--- src/sv/sturmian_line_point_generator_macros.svh ---
// Assertion macros shared by the sturmian line point generator.
`ifndef STURMIAN_LINE_POINT_GENERATOR_MACROS_SVH
`define STURMIAN_LINE_POINT_GENERATOR_MACROS_SVH

// Same-cycle implication, checked on every rising clk edge outside reset.
`define SLPG_ASSERT_IMPL(label, ante, cons) \
  label: assert property (@(posedge clk) disable iff (!rst_n) (ante) |-> (cons)) \
    else $error("slpg: same-cycle check failed");

// Next-cycle implication, checked on every rising clk edge outside reset.
`define SLPG_ASSERT_NEXT(label, ante, cons) \
  label: assert property (@(posedge clk) disable iff (!rst_n) (ante) |=> (cons)) \
    else $error("slpg: next-cycle check failed");

`endif

--- src/sv/slpg_pkg.sv ---
// Types, constants and microcode table of the sturmian line point generator.
package slpg_pkg;

  localparam int unsigned IN_W      = 7;
  localparam int unsigned OCT_W     = 3;
  localparam int unsigned COORD_W   = 12;
  localparam int unsigned CENTER_W  = 10;
  localparam int unsigned ERR_W     = 14;
  localparam int unsigned CNT_W     = 4;
  localparam int unsigned PC_W      = 3;
  localparam int unsigned CFG_IDX_W = 1;

  localparam logic [CFG_IDX_W-1:0] REG_CENTER_X = 1'b0;
  localparam logic [CFG_IDX_W-1:0] REG_CENTER_Y = 1'b1;

  typedef enum logic [2:0] {
    OP_NOP,
    OP_LOAD,
    OP_MUL,
    OP_DIV,
    OP_FIX,
    OP_PT
  } op_t;

  typedef enum logic [2:0] {
    BR_NEXT,
    BR_WAIT_IN,
    BR_EMPTY,
    BR_DIV,
    BR_PT,
    BR_JUMP
  } br_t;

  typedef logic [PC_W-1:0] pc_t;

  typedef struct packed {
    op_t op;
    br_t br;
    pc_t target;
  } ctrl_t;

  typedef struct packed {
    logic in_fire;
    logic empty;
    logic div_more;
    logic pt_stay;
    logic pt_load;
  } status_t;

  localparam pc_t PC_WAIT  = 3'd0;
  localparam pc_t PC_CHECK = 3'd1;
  localparam pc_t PC_DIV   = 3'd2;
  localparam pc_t PC_FIX   = 3'd3;
  localparam pc_t PC_PT    = 3'd4;
  localparam pc_t PC_DONE  = 3'd5;

  // The control program. Unused addresses fall back to the wait step.
  function automatic ctrl_t ucode(input pc_t pc);
    ctrl_t w;
    unique case (pc)
      PC_WAIT:  w = '{op: OP_LOAD, br: BR_WAIT_IN, target: PC_WAIT};
      PC_CHECK: w = '{op: OP_MUL,  br: BR_EMPTY,   target: PC_WAIT};
      PC_DIV:   w = '{op: OP_DIV,  br: BR_DIV,     target: PC_DIV};
      PC_FIX:   w = '{op: OP_FIX,  br: BR_NEXT,    target: PC_WAIT};
      PC_PT:    w = '{op: OP_PT,   br: BR_PT,      target: PC_PT};
      PC_DONE:  w = '{op: OP_NOP,  br: BR_JUMP,    target: PC_WAIT};
      default:  w = '{op: OP_NOP,  br: BR_JUMP,    target: PC_WAIT};
    endcase
    return w;
  endfunction

endpackage

--- src/sv/slpg_sequencer.sv ---
// Step counter and branch logic that walks the microcode table.
module slpg_sequencer (
  input  logic              clk,
  input  logic              rst_n,
  input  slpg_pkg::status_t status,
  output slpg_pkg::ctrl_t   ctrl
);
  import slpg_pkg::*;

  pc_t pc_r;
  pc_t pc_nxt;
  pc_t pc_inc;

  assign ctrl   = ucode(pc_r);
  assign pc_inc = PC_W'(pc_r + 1'b1);

  always_comb begin
    unique case (ctrl.br)
      BR_NEXT:    pc_nxt = pc_inc;
      BR_WAIT_IN: pc_nxt = status.in_fire ? pc_inc : pc_r;
      BR_EMPTY:   pc_nxt = status.empty ? ctrl.target : pc_inc;
      BR_DIV:     pc_nxt = status.div_more ? ctrl.target : pc_inc;
      BR_PT:      pc_nxt = status.pt_stay ? ctrl.target : pc_inc;
      BR_JUMP:    pc_nxt = ctrl.target;
      default:    pc_nxt = PC_WAIT;
    endcase
  end

  always_ff @(posedge clk) begin
    if (!rst_n) begin
      pc_r <= PC_WAIT;
    end else begin
      pc_r <= pc_nxt;
    end
  end

endmodule

--- src/sv/slpg_datapath.sv ---
// Operand registers, remainder unit, line stepper and output register.
module slpg_datapath #(
  parameter int unsigned MAX_LEN = 64
) (
  input  logic                                   clk,
  input  logic                                   rst_n,
  input  slpg_pkg::op_t                          op,
  input  logic                                   in_valid,
  output logic                                   in_ready,
  input  logic [slpg_pkg::OCT_W-1:0]             in_octant,
  input  logic [slpg_pkg::IN_W-1:0]              in_length,
  input  logic [slpg_pkg::IN_W-1:0]              in_slope_num,
  input  logic [slpg_pkg::IN_W-1:0]              in_slope_den,
  input  logic [slpg_pkg::IN_W-1:0]              in_tie_index,
  input  logic                                   cfg_we,
  input  logic [slpg_pkg::CFG_IDX_W-1:0]         cfg_index,
  input  logic [slpg_pkg::CENTER_W-1:0]          cfg_wdata,
  output logic                                   out_valid,
  input  logic                                   out_ready,
  output logic signed [slpg_pkg::COORD_W-1:0]    out_column,
  output logic signed [slpg_pkg::COORD_W-1:0]    out_row,
  output logic                                   out_last,
  output slpg_pkg::status_t                      status
);
  import slpg_pkg::*;

  localparam int unsigned LEN_W = $clog2(MAX_LEN + 1);
  localparam logic [IN_W-1:0] MAX_LEN_IN = IN_W'(MAX_LEN);

  logic [OCT_W-1:0]    oct_r;
  logic [LEN_W-1:0]    n_r;
  logic [IN_W-1:0]     p_r;
  logic [IN_W-1:0]     q_r;
  logic [IN_W-1:0]     a_r;
  logic [ERR_W-1:0]    div_r;
  logic [IN_W-1:0]     rem_r;
  logic [CNT_W-1:0]    cnt_r;
  logic [ERR_W-1:0]    err_r;
  logic [LEN_W-1:0]    minor_r;
  logic [LEN_W-1:0]    s_r;
  logic [CENTER_W-1:0] center_x_r;
  logic [CENTER_W-1:0] center_y_r;
  logic [COORD_W-1:0]  col_r;
  logic [COORD_W-1:0]  row_r;
  logic                last_r;
  logic                out_valid_r;

  logic                in_fire;
  logic [LEN_W-1:0]    n_load;
  logic [IN_W:0]       trial;
  logic [IN_W:0]       den_ext;
  logic [IN_W-1:0]     rem_nxt;
  logic [ERR_W-1:0]    err_fix;
  logic [LEN_W-1:0]    s_nxt;
  logic [ERR_W-1:0]    err_add;
  logic                early;
  logic                hit;
  logic [ERR_W-1:0]    err_nxt;
  logic [LEN_W-1:0]    minor_nxt;
  logic [COORD_W-1:0]  x_mag;
  logic [COORD_W-1:0]  y_mag;
  logic [COORD_W-1:0]  x_neg;
  logic [COORD_W-1:0]  y_neg;
  logic [COORD_W-1:0]  col_nxt;
  logic [COORD_W-1:0]  row_nxt;
  logic                last_nxt;
  logic                pt_load;

  assign in_ready = rst_n && (op == OP_LOAD);
  assign in_fire  = in_valid && in_ready;
  assign n_load   = (in_length > MAX_LEN_IN) ? LEN_W'(MAX_LEN) : in_length[LEN_W-1:0];

  // One restoring step of the remainder: shift in the next product bit.
  assign den_ext = {1'b0, q_r};
  assign trial   = {rem_r, div_r[ERR_W-1]};
  assign rem_nxt = (trial >= den_ext) ? IN_W'(trial - den_ext) : trial[IN_W-1:0];
  assign err_fix = (rem_r == '0) ? '0 : ERR_W'(q_r - rem_r);

  // Line step: the tie rule switches from >= to > once the step passes a.
  assign s_nxt     = LEN_W'(s_r + 1'b1);
  assign err_add   = err_r + ERR_W'(p_r);
  assign early     = (IN_W'(s_nxt) <= a_r);
  assign hit       = early ? (err_add >= ERR_W'(q_r)) : (err_add > ERR_W'(q_r));
  assign err_nxt   = hit ? ERR_W'(err_add - ERR_W'(q_r)) : err_add;
  assign minor_nxt = LEN_W'(minor_r + LEN_W'(hit));
  assign last_nxt  = (s_nxt == n_r);

  assign x_mag = COORD_W'(s_nxt);
  assign y_mag = COORD_W'(minor_nxt);
  assign x_neg = oct_r[0] ? COORD_W'(12'd0 - x_mag) : x_mag;
  assign y_neg = oct_r[1] ? COORD_W'(12'd0 - y_mag) : y_mag;
  assign col_nxt = COORD_W'((oct_r[2] ? y_neg : x_neg) + COORD_W'(center_x_r));
  assign row_nxt = COORD_W'((oct_r[2] ? x_neg : y_neg) + COORD_W'(center_y_r));

  assign pt_load = (op == OP_PT) && (!out_valid_r || out_ready);

  assign status.in_fire  = in_fire;
  assign status.empty    = (q_r == '0) || (n_r == '0);
  assign status.div_more = (cnt_r != '0);
  assign status.pt_stay  = !(pt_load && last_nxt);
  assign status.pt_load  = pt_load;

  assign out_valid  = out_valid_r;
  assign out_column = signed'(col_r);
  assign out_row    = signed'(row_r);
  assign out_last   = last_r;

  always_ff @(posedge clk) begin
    if (!rst_n) begin
      center_x_r  <= '0;
      center_y_r  <= '0;
      out_valid_r <= 1'b0;
    end else begin
      if (cfg_we) begin
        unique case (cfg_index)
          REG_CENTER_X: center_x_r <= cfg_wdata;
          REG_CENTER_Y: center_y_r <= cfg_wdata;
          default: ;
        endcase
      end

      if (pt_load) begin
        out_valid_r <= 1'b1;
        col_r       <= col_nxt;
        row_r       <= row_nxt;
        last_r      <= last_nxt;
      end else if (out_ready) begin
        out_valid_r <= 1'b0;
      end

      unique case (op)
        OP_LOAD: begin
          if (in_fire) begin
            oct_r <= in_octant;
            n_r   <= n_load;
            p_r   <= in_slope_num;
            q_r   <= in_slope_den;
            a_r   <= in_tie_index;
          end
        end
        OP_MUL: begin
          div_r <= ERR_W'(ERR_W'(a_r) * ERR_W'(p_r));
          rem_r <= '0;
          cnt_r <= CNT_W'(ERR_W - 1);
        end
        OP_DIV: begin
          rem_r <= rem_nxt;
          div_r <= {div_r[ERR_W-2:0], 1'b0};
          cnt_r <= CNT_W'(cnt_r - 1'b1);
        end
        OP_FIX: begin
          err_r   <= err_fix;
          s_r     <= '0;
          minor_r <= '0;
        end
        OP_PT: begin
          if (pt_load) begin
            err_r   <= err_nxt;
            s_r     <= s_nxt;
            minor_r <= minor_nxt;
          end
        end
        OP_NOP: ;
        default: ;
      endcase
    end
  end

endmodule

--- src/sv/sturmian_line_point_generator.sv ---
// Top level of the sturmian line point generator: sequencer, datapath and checks.
//
// Each input item is a line request (octant, length n, slope p/q, tie index a);
// the block answers with the n points of the digital straight segment of slope
// p/q, one output item per point, the final one flagged by out_last. Work is
// run by a small microcoded sequencer: after the item is taken, one step forms
// the product a*p, fourteen steps of a bit-serial restoring divider produce
// (a*p) mod q, one step turns that into the start error, and then a single step
// repeats once per point, handing one point per cycle to the output register
// while the consumer keeps up. An item with n or q equal to zero yields nothing.
// Otherwise the next item is taken only once every point of the previous one
// has entered the output register, and output backpressure, which stalls the
// point step, delays it. Lengths beyond MAX_LEN are cut to MAX_LEN points.
// The last point may still wait in the output register while the next item is
// accepted. center_x and center_y are written through cfg_we, cfg_index and
// cfg_wdata and should change only while no line is in progress.
module sturmian_line_point_generator #(
  parameter int unsigned MAX_LEN = 64
) (
  input  logic                                clk,
  input  logic                                rst_n,
  input  logic                                in_valid,
  output logic                                in_ready,
  input  logic [slpg_pkg::OCT_W-1:0]          in_octant,
  input  logic [slpg_pkg::IN_W-1:0]           in_length,
  input  logic [slpg_pkg::IN_W-1:0]           in_slope_num,
  input  logic [slpg_pkg::IN_W-1:0]           in_slope_den,
  input  logic [slpg_pkg::IN_W-1:0]           in_tie_index,
  input  logic                                cfg_we,
  input  logic [slpg_pkg::CFG_IDX_W-1:0]      cfg_index,
  input  logic [slpg_pkg::CENTER_W-1:0]       cfg_wdata,
  output logic                                out_valid,
  input  logic                                out_ready,
  output logic signed [slpg_pkg::COORD_W-1:0] out_column,
  output logic signed [slpg_pkg::COORD_W-1:0] out_row,
  output logic                                out_last
);
  import slpg_pkg::*;

  ctrl_t   ctrl;
  status_t status;

  slpg_sequencer u_seq (
    .clk    (clk),
    .rst_n  (rst_n),
    .status (status),
    .ctrl   (ctrl)
  );

  slpg_datapath #(
    .MAX_LEN (MAX_LEN)
  ) u_dp (
    .clk          (clk),
    .rst_n        (rst_n),
    .op           (ctrl.op),
    .in_valid     (in_valid),
    .in_ready     (in_ready),
    .in_octant    (in_octant),
    .in_length    (in_length),
    .in_slope_num (in_slope_num),
    .in_slope_den (in_slope_den),
    .in_tie_index (in_tie_index),
    .cfg_we       (cfg_we),
    .cfg_index    (cfg_index),
    .cfg_wdata    (cfg_wdata),
    .out_valid    (out_valid),
    .out_ready    (out_ready),
    .out_column   (out_column),
    .out_row      (out_row),
    .out_last     (out_last),
    .status       (status)
  );

`include "sturmian_line_point_generator_macros.svh"

  // An accepted item always moves on to the product and empty check.
  `SLPG_ASSERT_NEXT(a_accept_to_check, in_valid && in_ready, ctrl.op == OP_MUL)
  // A non-empty request always enters the remainder loop.
  `SLPG_ASSERT_NEXT(a_check_to_div, (ctrl.op == OP_MUL) && !status.empty, ctrl.op == OP_DIV)
  // A new point never overwrites one the consumer has not taken.
  `SLPG_ASSERT_IMPL(a_no_overwrite, out_valid && !out_ready, !status.pt_load)

endmodule
--- config.mk ---
export PLATFORM = sky130hd
export DESIGN_NAME = sturmian_line_point_generator
export DESIGN_NICKNAME = d
export VERILOG_FILES = /design/src/sv/slpg_pkg.sv /design/src/sv/slpg_sequencer.sv /design/src/sv/slpg_datapath.sv /design/src/sv/sturmian_line_point_generator.sv
export VERILOG_INCLUDE_DIRS = /design/src /design/src/sv
export SDC_FILE = /design/constraint.sdc
export NUM_CORES = 1
export LEC_CHECK = 0
export ABC_AREA = 1
export BUFFER_PORTS_ARGS = -buffer_cell sky130_fd_sc_hd__buf_2
export CORE_MARGIN = 2
export CORE_UTILIZATION = 54
export DETAILED_ROUTE_END_ITERATION = 16
export GPL_TIMING_DRIVEN = 0
export PLACE_DENSITY = 0.74
export SLEW_MARGIN = 20
export SYNTH_ARGS = -nofsm -noshare
export SYNTH_HDL_FRONTEND = slang
export SYNTH_SLANG_ARGS = --single-unit
export TNS_END_PERCENT = 1
--- constraint.sdc ---
create_clock -name clk -period 11.1 [get_ports clk]
set_clock_uncertainty 0.15 [all_clocks]
set_input_delay 0.555 -clock clk [delete_from_list [all_inputs] [get_ports clk]]
set_output_delay 0.555 -clock clk [all_outputs]
set_load 0.02 [all_outputs]
==> results.md <==
* Status: complete, no violations
* Slew headroom at 51.2%
* IO Count at 74
* Filler cells at 1611
* Cell type with the highest aggregate area in the netlist: edfxtp_1
* Initial core utilization at 55.0%
* Vias at 8518
* RSZ-0062 raised after global routing: no
* WP data arrival at 6.85 ns
* Met1 Track Usage GR at 31.5%
* Grt met2 use at 39.4%
* Fmax at 147 MHz
* Maximum clock path buffer count at 2
* Setup bufs post-CTS at 0
* Crit path largest cell delay at 0.65 ns
* Final Instance Area at 0.0116 mm^2
* CP max FO at 11
* FF+latch count, synth at 133
* Syn avg cell area at 8.30 um^2
* Post-synthesis cell type count at 48
* Final nets at 1519
* Via density per instance at 5.36
* GR Overflow Total at 0
* GR peak layer: met2
* Top-area cell type share of the netlist area at 31.8%
* Hold Crit Class: in -> reg
* Clock tree root buffer cell: clkbuf_16
* DRC Markers at 0
* CTS tree: done
* Power Density at 235 mW/mm^2
* Post-DRT Antenna Nets at 0
* Die Area at 0.0202 mm^2
* Initial antenna violation count at 1
* Ys Warns at 0
* Row count at 50
* Initial DRC count at 654
* GP Congestion at 0.885
* Post-Syn Instances at 1239
* Hold Fails Final Rpt at 0
* # port buffers at 73
* Setup CP Type: reg -> reg
* Clock transition at path regs at 0.07 ns
* Largest net degree at the start of global routing at 33
* Syn_nets at 1418
* Cell area after synthesis at 0.0103 mm^2
* Max-Cap Viols at 0
* Layout cell share with drive strength beyond 1 at 11.6%
* Pleak at 5.64 nW
* Worst skew pair latency at 0.42 ns
* First-pass GRT wire length at 37500 um
* Ranking of synthesized cells by area: edfxtp_1 32%, ha_1 12%, nand2_1 9.7%, inv_1 6.8%, fa_1 5.8%
* Register area share after synthesis at 36.5%
* Total track usage at 23.4%
* CP Launch Type: flip-flop
* GR Util met3 at 3.97%
* Hold_buf cts at 0
* Die X at 142 um
* Clock Sinks at 133
* Final TNS setup at 0 ns
* Routed len/inst at 14.3 um
* Placed inst area at 0.0110 mm^2
* Final Max Tran Viols at 0
* Slowest cell on crit path: edfxtp_1
* Dominant synthesized flop cell: edfxtp_1
* Worst Path Required at 11.12 ns
* Peak supply drop at 0.000152 V
* CTS Buf Count at 17
* Number of enable flip-flop cells after synthesis at 109
* Top cell by count, worst path: nand2_1
* Minimum clock period at 6.82 ns
* Final Routed Wirelength at 22800 um
* Post-CTS sizing at 0
* Crit. End Element: flip-flop
* TritonRoute pass-1 iters at 5
* Area grow syn2layout at 13.1%
* Post-DP HPWL at 17700 um
* Final setup fails at 0
* Core box area at 0.0187 mm^2
* Least-Margin Pin Slew at 0.731 ns
* Fraction of synthesis flops using an asynchronous set or reset pin at 0%
* Htree depth at 4
* Die height at 142 um
* Vias in the first global route at 8044
* Fin crit share at 61.5%
-- path summary, 6_finish.rpt --
path	from	end	slack, ns	cells past startpoint
hold reg to reg	u_dp.center_y_r[7]	u_dp.center_y_r[7]	0.34	2
setup reg to reg	u_dp.s_r[0]	u_dp.out_row[10]	4.28	33
hold / removal	in_slope_den[6]	u_dp.q_r[6]	0.15	1
setup / recovery	u_dp.s_r[0]	u_dp.out_row[10]	4.28	33
-- sequential cells by signal (all words and copies together), names as in the netlist --
signal	cells
u_dp.out_valid	1
u_dp.out_row	12
u_dp.a_r	7
u_seq.pc_r	3
u_dp.n_r	7
u_dp.out_column	12
u_dp.div_r	14
u_dp.err_r	14
u_dp.rem_r	7
u_dp.cnt_r	4
u_dp.oct_r	3
u_dp.minor_r	7
u_dp.out_last	1
u_dp.q_r	7
u_dp.center_y_r	10
u_dp.s_r	7
u_dp.p_r	7
u_dp.center_x_r	10
-- synthesized netlist by cell type, drive strengths merged (18+ instances only) --
cell / count
nand2: 283
inv: 186
nor2: 126
edfxtp: 109
ha: 102
o21ai: 74
nand3: 64
a21oi: 61
xor2: 46
fa: 30
dfxtp: 24
xnor2: 21
nand4: 18
-- placed cells by master (no fill, tap or decap), drive strengths merged --
cell type  count
nand2        283
inv          196
nor2         126
edfxtp       109
ha           102
buf           87
o21ai         74
nand3         64
a21oi         61
xor2          46
clkbuf        33
fa            30
dfxtp         24
xnor2         21
nand4         18
nor3          14
nand3b        11
a31oi          8
or2            8
clkinv         6
o21bai         5
nor4           4
o211ai         4
a41oi          3
o31ai          3
o21a           2
o2111ai        2
bufinv         2
diode          1
a21o           1
a21boi         1
nor4b          1
a22oi          1
a22o           1
a2111oi        1
and3           1
-- critical path: cells and delay by family, from the launching register on --
family / cells / cell delay [ns]
AO/OA/AOI/OAI: 7 / 1.88
XOR/XNOR: 4 / 0.91
adder cells (fa/ha/maj): 4 / 1.02
flip-flops: 1 / 0.65
buffers and inverters: 2 / 0.19
AND/OR/NAND/NOR: 16 / 1.75
-- layer usage --
layer | wire length, um | vias to the layer above
met5 | 0 | -
met4 | 286 | 0
met3 | 1170 | 28
met2 | 10900 | 219
met1 | 10400 | 3988
li1 | - | 4283
-- cells by family after synthesis --
family / synth area share, %
flops: 36.5
fa+ha+maj: 18.3
compound gates: 9.01
buf+inv: 7.78
xor+xnor: 5.71
simple gates: 22.7
-- through the flow --
stage               hold WS, ns  std cells  setup slack (ns)  power (W)  util (%)
finish                    0.153       1588              4.28    0.00273      62.1
global route              0.138       1587              3.77    0.00296      62.1
CTS                       0.143       1587              4.45    0.00273      62.1
detailed placement        0.334       1555              4.55    0.00214      58.9
global placement          0.322       1546              2.71    0.00210      58.5
floorplan                 0.303       1239              5.06    0.00182         -
-- cell type report --
type | instances | area [um^2] | area share, %
antenna | 1 | 2.50 | 0.0215
buffer | 21 | 90.1 | 0.775
clock buffer | 17 | 425 | 3.66
clock inverter | 15 | 181 | 1.56
inverter | 189 | 709 | 6.10
multi-input combinational | 896 | 5740 | 49.4
sequential | 133 | 3750 | 32.3
tap | 234 | 293 | 2.52
timing repair buffer | 82 | 427 | 3.67
-- report_power, final --
part | switching (W) | total [W] | internal, W
registers | 0.0000587 | 0.000756 | 0.000698
logic | 0.000869 | 0.00139 | 0.000521
clock network | 0.000241 | 0.000582 | 0.000341
total | 0.00117 | 0.00273 | 0.00156
No activity file was read; power rests on OpenSTA's default activity.
